<file path="config.mk">
export PLATFORM = sky130hd
export DESIGN_NAME = tta_mul
export DESIGN_NICKNAME = d
export VERILOG_FILES = /design/src/sv/tta_mul.sv
export SDC_FILE = /design/constraint.sdc
export NUM_CORES = 2
export LEC_CHECK = 0
export BUFFER_PORTS_ARGS = -buffer_cell sky130_fd_sc_hd__buf_2
export CORE_MARGIN = 2
export CORE_UTILIZATION = 50
export CTS_CLUSTER_DIAMETER = 50
export DETAILED_ROUTE_END_ITERATION = 10
export HOLD_SLACK_MARGIN = 0.08
export MAX_ROUTING_LAYER = met4
export PLACE_DENSITY = 0.75
export SYNTH_ARGS = -nofsm -noshare
export SYNTH_HDL_FRONTEND = slang
export SYNTH_SLANG_ARGS = --single-unit
</file>
<file path="constraint.sdc">
create_clock -name clk_i -period 10.81 [get_ports clk_i]
set_input_delay 2.162 -clock clk_i [delete_from_list [all_inputs] [get_ports clk_i]]
set_output_delay 2.162 -clock clk_i [all_outputs]
set_load 0.02 [all_outputs]
</file>
<file path="src/sv/tta_mul.sv">
// ----------------------------------------------------------------------------
// tta_mul
// Shared signed 32 x 32 multiplier with a registered 64-bit product.
// ----------------------------------------------------------------------------
module tta_mul (
  input  logic               clk_i,
  input  logic signed [31:0] a_i,
  input  logic signed [31:0] b_i,
  output logic signed [63:0] prod_o
);

  logic signed [63:0] prod_q;

  always_ff @(posedge clk_i) begin
    prod_q <= a_i * b_i;
  end

  assign prod_o = prod_q;

endmodule

</file>
---- Word-level counts from Yosys, hierarchy flattened ----
Cells that the tools add are included.
storage, ports and cells
  input port bits ......................... 65
  word-level logic and storage cells ...... 2
  output and inout bits ................... 64
  register bits after elaboration ......... 64
cells by class
  multipliers ............................. 1
operators by type and width
  operator                      count
  multiplier 32 x 32 -> 64 bit  1

---- Longest topological paths before layout ----
  depth in word-level cells ............... 1
  mapped depth ............................ 28
  gate-level depth less buffers ........... 27

---- Worst setup path after synthesis ----
No wires, ideal clock.
  kind .................................... in2reg
  start point ............................. in b_i[2]
  end point ............................... reg prod_q[62], in the netlist prod_o[62]
  path buffers ............................ 1
  path slack .............................. 1387 ps
  required time ........................... 10738 ps
  cell stages on the path ................. 24
  library setup time ...................... 72 ps
  data arrival time ....................... 9351 ps
  path through ............................ clkbuf_1 -> nand2_1 -> inv_1 -> fa_1 -> fa_1 -> fa_1 -> fa_1 -> inv_1 -> fa_1 -> inv_1 -> fa_1 -> inv_1 -> fa_1 -> inv_1 -> fa_1 -> ha_1 -> and3_1 -> nand2_1 -> or3_1 -> o22a_1 -> o211ai_1 -> a31oi_1 -> o31ai_1 -> xor2_1
between the ends
  word-level cells in the longest chain between the ends .. 1
RTL lines
  item                          RTL line  text
  from (decl)                   8         input logic signed [31:0] b_i,
  multiplier 32 x 32 -> 64 bit  15        prod_q <= a_i * b_i;
  to (signal assigned)          15
  to (decl)                     12        logic signed [63:0] prod_q;
No other way between the ends.

---- Worst setup path in the final report ----
  start point ............................. in b_i[9]
  end point ............................... reg prod_q[60], in the netlist prod_o[60]
Same word-level chain as after synthesis.

==> metrics.md <==
| Metric | Value |
|---|---|
| Status | finished, final reports clean |
| Sinks on the clock net | 64 |
| Final Max Slew Viols | 0 |
| Total Routing Usage GR | 28.1% |
| Drt first-iter violations | 1796 |
| Vias in the first global route | 29507 |
| Mapped Area | 37200 um2 |
| Critical path class | primary input to register |
| RSZ-0062 raised after global routing | no |
| H-tree lvl count | 3 |
| Async S/R FF share, synth | 0% |
| Grt total ovfl | 0 |
| Sum Neg Setup Slack | 0 ns |
| Clk root buf | clkbuf_16 |
| DRC | 0 |
| Post-Syn Nets | 5215 |
| Area growth, synth to finish | 5.04% |
| Final wirelength | 97600 um |
| Cts hold-fix bufs | 0 |
| Die width | 277 um |
| CTS buffer count | 9 |
| Hold path depth | 2 |
| Post-synth EDFFs | 0 |
| Layout cells sized above 1 | 5.72% |
| Detailed Place HPWL | 79600 um |
| Post-CTS sizing | 0 |
| CTS tree | built |
| Post-synthesis sequential area ratio | 3.44% |
| Routed Antenna Nets | 0 |
| Crit Path Max Fanout | 32 |
| Final Cycle Share | 91.8% |
| Worst-margin pin slew | 0.894 ns |
| Worst Setup EP | prod_o[60] |
| Commonest cells after routing, fill and taps aside | 1082 x fa_1, 952 x inv_1, 516 x and2_1, 511 x nand2_1, 184 x ha_1 |
| DR WL/cell | 20.1 um |
| Row cnt | 100 |
| Hold crit path type | primary input to register |
| PortBufs | 128 |
| Crit path required time | 11.14 ns |
| Critical Path Source Type | primary input |
| Top-level port count | 129 |
| Slowest cell on the critical path | buf_2 |
| Commonest non-fill, non-tap cell in the layout | fa_1 |
| Crit end category | register |
| Period minus WS final | 9.92 ns |
| Initial antenna violation count | 6 |
| Slowest stage delay, CP | 0.63 ns |
| First-pass GRT wire length | 161000 um |
| Via/cell ratio | 5.42 |
| Yosys reg bits | 64 |
| Dpl cell area | 38800 um2 |
| Final hold vios | 0 |
| Synth warn | 0 |
| Max reg flops | 64 |
| Worst Setup SP | b_i[9] |
| Total of max-cap violations | 0 |
| Via count | 26349 |
| Avg Synthesized Cell Area | 9.59 um2 |
| Cell count after synthesis | 3884 |
| Rel. slew slack | 40.4% |
| Nets@finish | 5209 |
| DR pass1 iterations | 6 |
| Data arrival, critical path | 10.25 ns |
| Initial core utilization | 50.3% |
| Finished Cell Area | 39100 um2 |
| Max clock buf depth | 2 |
| Critical path's most frequent cell | fa_1 |
| RD Place Congestion | 0.945 |
| Setup violators final | 0 |
| Prevailing post-synth register cell | dfxtp_1 |
| CORE AREA | 74100 um2 |
| Die height | 277 um |
| Die area | 76700 um2 |
| Clk slew on worst S/H paths | 0.06 ns |
| Maximum number of pins on one net before global-route repair | 33 |
| Setup bufs post-CTS | 0 |
| Achievable clock frequency | 101 MHz |
| Netlist cell types | 63 |
-- routing by layer --
layer / vias to the layer above / share of wire [%] / global-route usage (%)
met5: - / 0 / -
met4: 0 / 5.5 / 12.6
met3: 304 / 7.5 / 4.49
met2: 1246 / 50 / 46.6
met1: 13750 / 37 / 33.9
li1: 11049 / - / -
-- cells by family (layout without fill, tap and decap cells) --
group,Yosys count,after routing,synth area share (%)
AO/OA/AOI/OAI,193,193,3.46
XOR/XNOR,75,75,1.76
adder cells (fa/ha/maj),1266,1266,64.3
buffers and inverters,1152,1151,11.6
flip-flops,64,64,3.44
other,0,5,0
AND/OR/NAND/NOR,1134,1134,15.4
-- synth_stat cells, types with 4 or more instances --
cell type / instances / area share (%)
a21o_1: 23 / 0.46
dfxtp_1: 64 / 3.4
inv_1: 952 / 9.6
o21ai_0: 28 / 0.38
nand3_1: 15 / 0.20
nand4_1: 7 / 0.12
nor3_1: 6 / 0.081
and3_1: 7 / 0.12
fa_1: 1082 / 58
a211oi_1: 4 / 0.081
or3_1: 4 / 0.067
xor2_1: 22 / 0.52
xnor2_1: 53 / 1.2
o31ai_1: 6 / 0.12
and2_1: 516 / 8.7
ha_1: 184 / 6.2
nand2b_1: 9 / 0.15
o21a_1: 4 / 0.081
a21oi_1: 68 / 0.91
clkbuf_1: 195 / 2.0
o21bai_1: 15 / 0.30
nor2_1: 42 / 0.42
nand2_1: 511 / 5.2
a31oi_1: 12 / 0.20
-- worst max-delay path: cells and delay by family --
family | cells | cell delay, ns
buf+inv | 7 | 1.12
xor+xnor | 1 | 0.13
compound gates | 8 | 2.08
fa+ha+maj | 9 | 4.44
simple gates | 2 | 0.29
-- how the worst min path moves through the flow --
stage | endpoint | slack [ns] | from
final | prod_o[0] | 2.32 | a_i[0]
after floorplan | prod_o[0] | 2.29 | b_i[0]
after global routing | prod_o[0] | 2.34 | a_i[0]
after global placement | prod_o[9] | 2.58 | prod_o[9]
after detailed placement | prod_o[14] | 2.58 | prod_o[14]
after CTS | prod_o[0] | 2.30 | a_i[0]
-- layout make-up --
class / instances / area (um2)
Timing Repair Buffer: 183 / 1050
Tap cell: 969 / 1210
Sequential cell: 64 / 1280
Clock buffer: 10 / 239
Inverter: 952 / 3570
Antenna cell: 5 / 12.5
Multi-Input combinational cell: 2668 / 31600
Fill cell: 6610 / 35000
Clock inverter: 6 / 115
-- per-stage QoR --
stage                     instances  util [%]  setup slack (ns)  hold WS (ns)
after floorplan                3884         -              1.39          2.29
after global placement         4836      52.3             0.708          2.58
after detailed placement       4836      52.3             0.612          2.58
after CTS                      4852      52.8             0.996          2.30
after global routing           4857      52.8             0.526          2.34
final                          4857      52.8             0.888          2.32
Power is not shown: default switching activity piles up to over one toggle a cycle in this logic, so the estimate is an artifact.
