[src/sv/tta_pkg.sv]
// ----------------------------------------------------------------------------
// tta_pkg
// Shared types and constants of the triangle tangent accumulator.
// ----------------------------------------------------------------------------
package tta_pkg;

  localparam int unsigned VerticesDef = 1024;
  localparam logic [15:0] DetEpsilonReset = 16'd66;

  // register index of det_epsilon on the configuration port
  localparam logic RegDetEpsilon = 1'b0;

  typedef enum logic [1:0] {
    OpLoad  = 2'd0,
    OpAccum = 2'd1,
    OpRead  = 2'd2,
    OpNop   = 2'd3
  } tta_op_e;

  typedef struct packed {
    logic [1:0]         operation;
    logic [9:0]         vertex_index;
    logic signed [31:0] pos_x;
    logic signed [31:0] pos_y;
    logic signed [31:0] pos_z;
    logic signed [31:0] tex_u;
    logic signed [31:0] tex_v;
    logic [9:0]         corner_a;
    logic [9:0]         corner_b;
    logic [9:0]         corner_c;
  } tta_in_t;

  typedef struct packed {
    logic signed [31:0] tangent_x;
    logic signed [31:0] tangent_y;
    logic signed [31:0] tangent_z;
    logic signed [31:0] bitangent_x;
    logic signed [31:0] bitangent_y;
    logic signed [31:0] bitangent_z;
    logic               triangle_skipped;
    logic [15:0]        share_count;
  } tta_out_t;

  // request to the divider: unsigned dividend and divisor, sign of the quotient
  typedef struct packed {
    logic [79:0] dividend;
    logic [63:0] divisor;
    logic        neg;
  } tta_div_req_t;

endpackage

[src/sv/tta_div.sv]
// ----------------------------------------------------------------------------
// tta_div
// Bit-serial restoring divider with a 32-bit quotient, saturated to signed
// 32 bits after the sign is applied.
// ----------------------------------------------------------------------------
module tta_div
  import tta_pkg::*;
(
  input  logic               clk_i,
  input  logic               rst_ni,
  input  logic               start_i,
  input  tta_div_req_t       req_i,
  output logic               done_o,
  output logic signed [31:0] quot_o
);

  logic        busy_q, done_q;
  logic [5:0]  cnt_q;
  logic [64:0] rem_q;
  logic [31:0] low_q;
  logic [31:0] q_q;
  logic [63:0] d_q;
  logic        big_q, neg_q;

  logic        big;
  logic [64:0] trial;
  logic [65:0] diff;

  // quotient of 2^32 or more saturates at once
  assign big   = {16'h0, req_i.dividend} >= {req_i.divisor, 32'h0};
  assign trial = {rem_q[63:0], low_q[31]};
  assign diff  = {1'b0, trial} - {2'b00, d_q};

  always_ff @(posedge clk_i or negedge rst_ni) begin
    if (!rst_ni) begin
      busy_q <= 1'b0;
      done_q <= 1'b0;
      cnt_q  <= 6'd0;
    end else begin
      done_q <= 1'b0;
      if (start_i) begin
        busy_q <= !big;
        done_q <= big;
        cnt_q  <= 6'd32;
      end else if (busy_q) begin
        cnt_q <= cnt_q - 6'd1;
        if (cnt_q == 6'd1) begin
          busy_q <= 1'b0;
          done_q <= 1'b1;
        end
      end
    end
  end

  always_ff @(posedge clk_i) begin
    if (start_i) begin
      d_q   <= req_i.divisor;
      neg_q <= req_i.neg;
      big_q <= big;
      rem_q <= {17'h0, req_i.dividend[79:32]};
      low_q <= req_i.dividend[31:0];
      q_q   <= 32'h0;
    end else if (busy_q) begin
      low_q <= {low_q[30:0], 1'b0};
      if (!diff[65]) begin
        rem_q <= diff[64:0];
        q_q   <= {q_q[30:0], 1'b1};
      end else begin
        rem_q <= trial;
        q_q   <= {q_q[30:0], 1'b0};
      end
    end
  end

  always_comb begin
    if (neg_q) begin
      if (big_q || (q_q > 32'h8000_0000)) begin
        quot_o = 32'sh8000_0000;
      end else begin
        quot_o = -$signed(q_q);
      end
    end else begin
      if (big_q || q_q[31]) begin
        quot_o = 32'sh7FFF_FFFF;
      end else begin
        quot_o = $signed(q_q);
      end
    end
  end

  assign done_o = done_q;

endmodule

[config.mk]
export PLATFORM = sky130hd
export DESIGN_NAME = tta_div
export DESIGN_NICKNAME = d
export VERILOG_FILES = /design/src/sv/tta_pkg.sv /design/src/sv/tta_div.sv
export SDC_FILE = /design/constraint.sdc
export NUM_CORES = 1
export LEC_CHECK = 0
export BUFFER_PORTS_ARGS = -buffer_cell sky130_fd_sc_hd__buf_2
export CORE_MARGIN = 4
export CORE_UTILIZATION = 35
export CTS_CLUSTER_SIZE = 28
export DETAILED_ROUTE_END_ITERATION = 16
export GPL_ROUTABILITY_DRIVEN = 0
export GPL_TIMING_DRIVEN = 1
export PLACE_DENSITY_LB_ADDON = 0.12
export SLEW_MARGIN = 20
export SYNTH_ARGS = -nofsm -noshare
export SYNTH_HDL_FRONTEND = slang
export SYNTH_SLANG_ARGS = --single-unit
[constraint.sdc]
create_clock -name clk_i -period 5.6 [get_ports clk_i]
set_input_delay 1.12 -clock clk_i [delete_from_list [all_inputs] [get_ports clk_i]]
set_output_delay 1.12 -clock clk_i [all_outputs]
set_load 0.02 [all_outputs]
======== After elaboration in Yosys (flattened, before gate mapping) ========
Index checks and enable logic that the tools add are counted.
operators by class
  $add $sub $neg .......................... 3
  order comparisons ....................... 2
  equal/unequal tests ..................... 1
  mux-type cells .......................... 17
  reduce and logical (&&, ||, !) cells .... 4
operator list
  kind                    number
  $mux W32                5
  $ge A80 B96 Y1          1
  $mux W48                2
  $sub A65 B64 Y66        1
  $mux W64                1
  $gt A32 B32 Y1 const B  1
  $neg A32 Y32            1
  $mux W6                 2
  $mux W1                 7
  $eq A6 B1 Y1 const B    1
  $sub A6 B1 Y6 const B   1
  $logic_or A1 B1 Y1      2
  $reduce_bool A2 Y1      1
  $logic_not A1 Y1        1
storage, ports and cells
  bits in registers ....................... 202
  logic and storage cells ................. 37

======== Depth between registers and ports, before layout ========
  word-level depth ........................ 4
  mapped depth ............................ 15

======== Worst setup path after synthesis ========
Ideal clock, no wire load.
  kind .................................... register to output
  from .................................... register q_q[9]
  to ...................................... output port quot_o[16]
  arrival time ............................ 4.323 ns
  required time ........................... 4.480 ns
  slack ................................... 0.157 ns
  stages on the path, launching flop included .. 13
  buffers on the path ..................... 2
  path through ............................ dfxtp_1 -> or3_4 -> or4_4 -> or3_1 -> or4_4 -> or3_1 -> buf_2 -> or3_1 -> a21o_1 -> inv_1 -> nand2_1 -> clkbuf_1 -> o311ai_0
between the ends
  longest elaborated chain between the ends .. 4
  elaborated cells on any way between the ends .. 5
  classes of those cells .................. 1 x add/sub; 1 x order compare; 2 x mux; 1 x reduce/logical
ends and longest elaborated chain
  item                    line           source
  from (decl)             tta_div.sv:21  logic [31:0] q_q;
  from (signal assigned)  tta_div.sv:67  q_q <= {q_q[30:0], 1'b1};
  from (signal assigned)  tta_div.sv:70  q_q <= {q_q[30:0], 1'b0};
  $gt A32 B32 Y1          tta_div.sv:77  if (big_q || (q_q > 32'h8000_0000)) begin
  $logic_or A1 B1 Y1      tta_div.sv:77
  $mux W32 *              tta_div.sv:77
  $mux W32 *              tta_div.sv:76  if (neg_q) begin
  to (decl)               tta_div.sv:14  output logic signed [31:0] quot_o
Every way passes the cells marked *; elsewhere a longest branch is shown, timed or not.

======== Worst setup path after layout ========
  from .................................... register q_q[10]
  to ...................................... output port quot_o[30]
The elaborated chain is that of the path after synthesis.

==> results.cfg <==
[worst_setup_path]
critical_path.max_fanout = 2
path_class = reg -> out
cp-end-kind = output pin
cp.required_ps = 4480
worstPathArrival_ps = 4550
crit_start_category = flop

[yosys]
synth_async_sr_flop_share = 0.03960
post-synth-top-area-fraction = 0.3035
synth_fp_nets = 1909
synth_sequential_area_ratio = 0.3839
ys.flop_type = sky130_fd_sc_hd__edfxtp_1
post_synth_instance_area_um2 = 14450
synth_top_area_cell = sky130_fd_sc_hd__edfxtp_1
syn-instance-count = 1645
synth_edf_count = 146
yosys_warnings = 0
synth_seq_cells = 202
synth.avg_cell_area_um2 = 8.782
synthTopCellsByArea = sky130_fd_sc_hd__edfxtp_1, sky130_fd_sc_hd__ha_1, sky130_fd_sc_hd__dfxtp_1
post_synth_num_cell_types = 66

[detailed_routing]
drt-wirelength-per-cell_um = 17.81
drt-vias-per-instance = 5.399
drt-initial-drc-count = 767
route.antenna.remaining_nets = 0
detailedRoute.firstPassIterationCount = 6
post-route-drc-count = 0
wirelength_um = 41730
vias = 12650

[cts]
holdBufCountCts = 0
cts.clk_slew.worst_paths_ps = 60
clock-sinks = 202
worst_skew_pair.late_latency_ps = 540
number_of_cts_inserted_buffers = 27
cts-root-to-sink-buffers = 3
cts.root.buffer_cell = sky130_fd_sc_hd__clkbuf_16
htree_levels = 1
tritoncts_clock_tree = yes

[power]
design_power_total_mw = 7.757
total_leakage_power_nw = 7.684
vdd_drop_max_uv = 241.2
power.density_cell_area_nw_per_um2 = 448.8

[sta]
final.setup_skew_ps = 12.82
finalWorstPathRequiredPeriod_ps = 5666
upper_clock_frequency_limit_mhz = 176.5
slew-limit-headroom = 0.3910
final-hold-violation-count = 0
setup_repair_after_global_routing_missed_its_margin = yes
tightest_slew_ps = 913.5
report.final.slew_viol_count = 0
setup_viol = 1
layout_setup_ws_ps = -66.47
min_period_over_period = 1.012
hold-worst-slack_ps = 423.3

[global_routing]
grt_antenna_before_repair = 4
grt_remaining_overflow = 0
grt_use_total = 0.1787
first_global_vias = 12280
first_pass_grt_wire_length_um = 65810
grt_max_degree = 70

[placement]
pre_cts_ws_ps = 87.75
buffer_ports.inserted = 180
place.detailed.hpwl_um = 30510
post-place-cells = 2280

[cells_and_area]
proportion_of_layout_cells_with_a_drive_suffix_above_1 = 0.1918
areaGrowthSynthToFinish_pct = 19.65
layoutNonFillerInstCount = 2343
layout.nets = 2053

[job]
maximum_capacitance_violations = 0

[floorplan]
fp.dieH_um = 211.2
die_x_um = 211.2
core_box_area_um2 = 40830
fp.dieArea_um2 = 44590
floorplan.io_pins = 181
initial_utilization = 0.3538
placementRows = 74

[run_status]
failing_checks = negative setup slack
run_status = complete, but fails checks

[hold_path]
worst_hold_path_type = in -> async
==> layout by cell type (no fill, tap or decap), types with 10 or more instances in the layout <==
cell	Yosys	final
sky130_fd_sc_hd__a21o_1	46	44
sky130_fd_sc_hd__a21oi_1	101	99
sky130_fd_sc_hd__a311oi_1	11	11
sky130_fd_sc_hd__a31oi_1	48	48
sky130_fd_sc_hd__buf_2	1	163
sky130_fd_sc_hd__buf_4	1	34
sky130_fd_sc_hd__clkbuf_16	0	28
sky130_fd_sc_hd__dfxtp_1	48	46
sky130_fd_sc_hd__edfxtp_1	146	146
sky130_fd_sc_hd__ha_1	115	114
sky130_fd_sc_hd__inv_1	149	147
sky130_fd_sc_hd__mux2_2	34	34
sky130_fd_sc_hd__mux2i_1	40	40
sky130_fd_sc_hd__nand2_1	204	202
sky130_fd_sc_hd__nand3_1	26	26
sky130_fd_sc_hd__nand4_1	26	26
sky130_fd_sc_hd__nor2_1	135	135
sky130_fd_sc_hd__nor2b_1	10	10
sky130_fd_sc_hd__nor3_1	35	34
sky130_fd_sc_hd__nor4_1	20	20
sky130_fd_sc_hd__o211ai_1	14	14
sky130_fd_sc_hd__o21a_1	14	14
sky130_fd_sc_hd__o21ai_0	72	72
sky130_fd_sc_hd__o21bai_1	16	16
sky130_fd_sc_hd__o311ai_2	0	19
sky130_fd_sc_hd__or3_1	22	15
sky130_fd_sc_hd__xnor2_1	31	31
sky130_fd_sc_hd__xor2_1	25	25
==> cells by family (layout without fill, tap and decap cells) <==
family	after synthesis	count (layout)	share of synthesized area
AO/OA/AOI/OAI	418	418	0.1906
adder cells (fa/ha/maj)	116	116	0.1010
XOR/XNOR	56	56	0.03395
multiplexers	74	74	0.05422
flip-flops	202	202	0.3839
AND/OR/NAND/NOR	535	535	0.1726
other	0	2	0
buffers and inverters	244	408	0.06374
==> cell usage after synthesis, types with 31 or more instances <==
library cell / count
sky130_fd_sc_hd__a21o_1: 46
sky130_fd_sc_hd__a21oi_1: 101
sky130_fd_sc_hd__a31oi_1: 48
sky130_fd_sc_hd__clkbuf_1: 84
sky130_fd_sc_hd__dfxtp_1: 48
sky130_fd_sc_hd__edfxtp_1: 146
sky130_fd_sc_hd__ha_1: 115
sky130_fd_sc_hd__inv_1: 149
sky130_fd_sc_hd__mux2_2: 34
sky130_fd_sc_hd__mux2i_1: 40
sky130_fd_sc_hd__nand2_1: 204
sky130_fd_sc_hd__nor2_1: 135
sky130_fd_sc_hd__nor3_1: 35
sky130_fd_sc_hd__o21ai_0: 72
sky130_fd_sc_hd__xnor2_1: 31
==> registers in the layout, summed over array words and instances, names as in the netlist <==
register and count:
q_q 32, neg_q 1, d_q 64, done_o 1
rem_q 64, cnt_q 6, low_q 32, busy_q 1
big_q 1
==> final timing paths <==
check	start	end	slack, ps	cells after the start
hold / removal	rst_ni	cnt_q[3]	420	1
setup reg to reg	rem_q[7]	rem_q[0]	1250	12
hold reg to reg	rem_q[62]	rem_q[63]	500	2
setup / recovery	q_q[10]	quot_o[30]	-70	11
min in group clk_i	rem_q[62]	rem_q[63]	500	2
max in group asynchronous	rst_ni	busy_q	4970	1
==> area by class of cell <==
type,instances,area (µm²)
antenna,2,5.005
clock buffer,34,721.9
clock inverter,15,96.34
fill,4109,23550
inverter,149,561.8
multi-input combinational,1199,8403
sequential,202,5552
tap,532,665.6
timing repair buffer,210,1280
==> timing repair <==
action / 4_1_cts / 5_1_grt
setup endpoints to repair: 29 / 30
setup buffers: 5 / 3
resized for setup: 52 / 66
pin swaps: 10 / 11
gates cloned: 2 / 1
==> metrics by stage <==
stage,util,area [µm²],setup TNS [ps]
2_1_floorplan,-,14450,0
3_3_place_gp,0.3873,15810,0
3_5_place_dp,0.3873,15810,0
4_1_cts,0.4136,16890,-3497
5_1_grt,0.4233,17290,-495.6
6_report,0.4233,17290,-66.47
==> power by group <==
group	internal (mW)	switching (mW)	total [mW]	leakage (nW)
clock network	0.949	0.665	1.61	0.406
registers	1.97	0.181	2.15	1.97
logic	1.61	2.38	3.99	5.31
==> worst max-delay path: stages (launching register included) <==
cell and delay [ps]:
sky130_fd_sc_hd__dfxtp_4 340, sky130_fd_sc_hd__or3_4 380, sky130_fd_sc_hd__or4_4 430, sky130_fd_sc_hd__or3_1 330, sky130_fd_sc_hd__or4_4 430, sky130_fd_sc_hd__or3_4 350, sky130_fd_sc_hd__or4_4 420, sky130_fd_sc_hd__or3_4 340
sky130_fd_sc_hd__or3_4 360, sky130_fd_sc_hd__a211o_1 320, sky130_fd_sc_hd__a21oi_2 180, sky130_fd_sc_hd__buf_6 140
==> routing by layer <==
metal | up-vias | share of wire | global-route usage
met5 | - | 0.00050 | 0
met4 | 4 | 0.019 | 0.03376
met3 | 54 | 0.047 | 0.02748
met2 | 282 | 0.46 | 0.2952
met1 | 6023 | 0.47 | 0.2513
li1 | 6288 | - | -
Note: power is estimated with default switching activity, not from simulation.
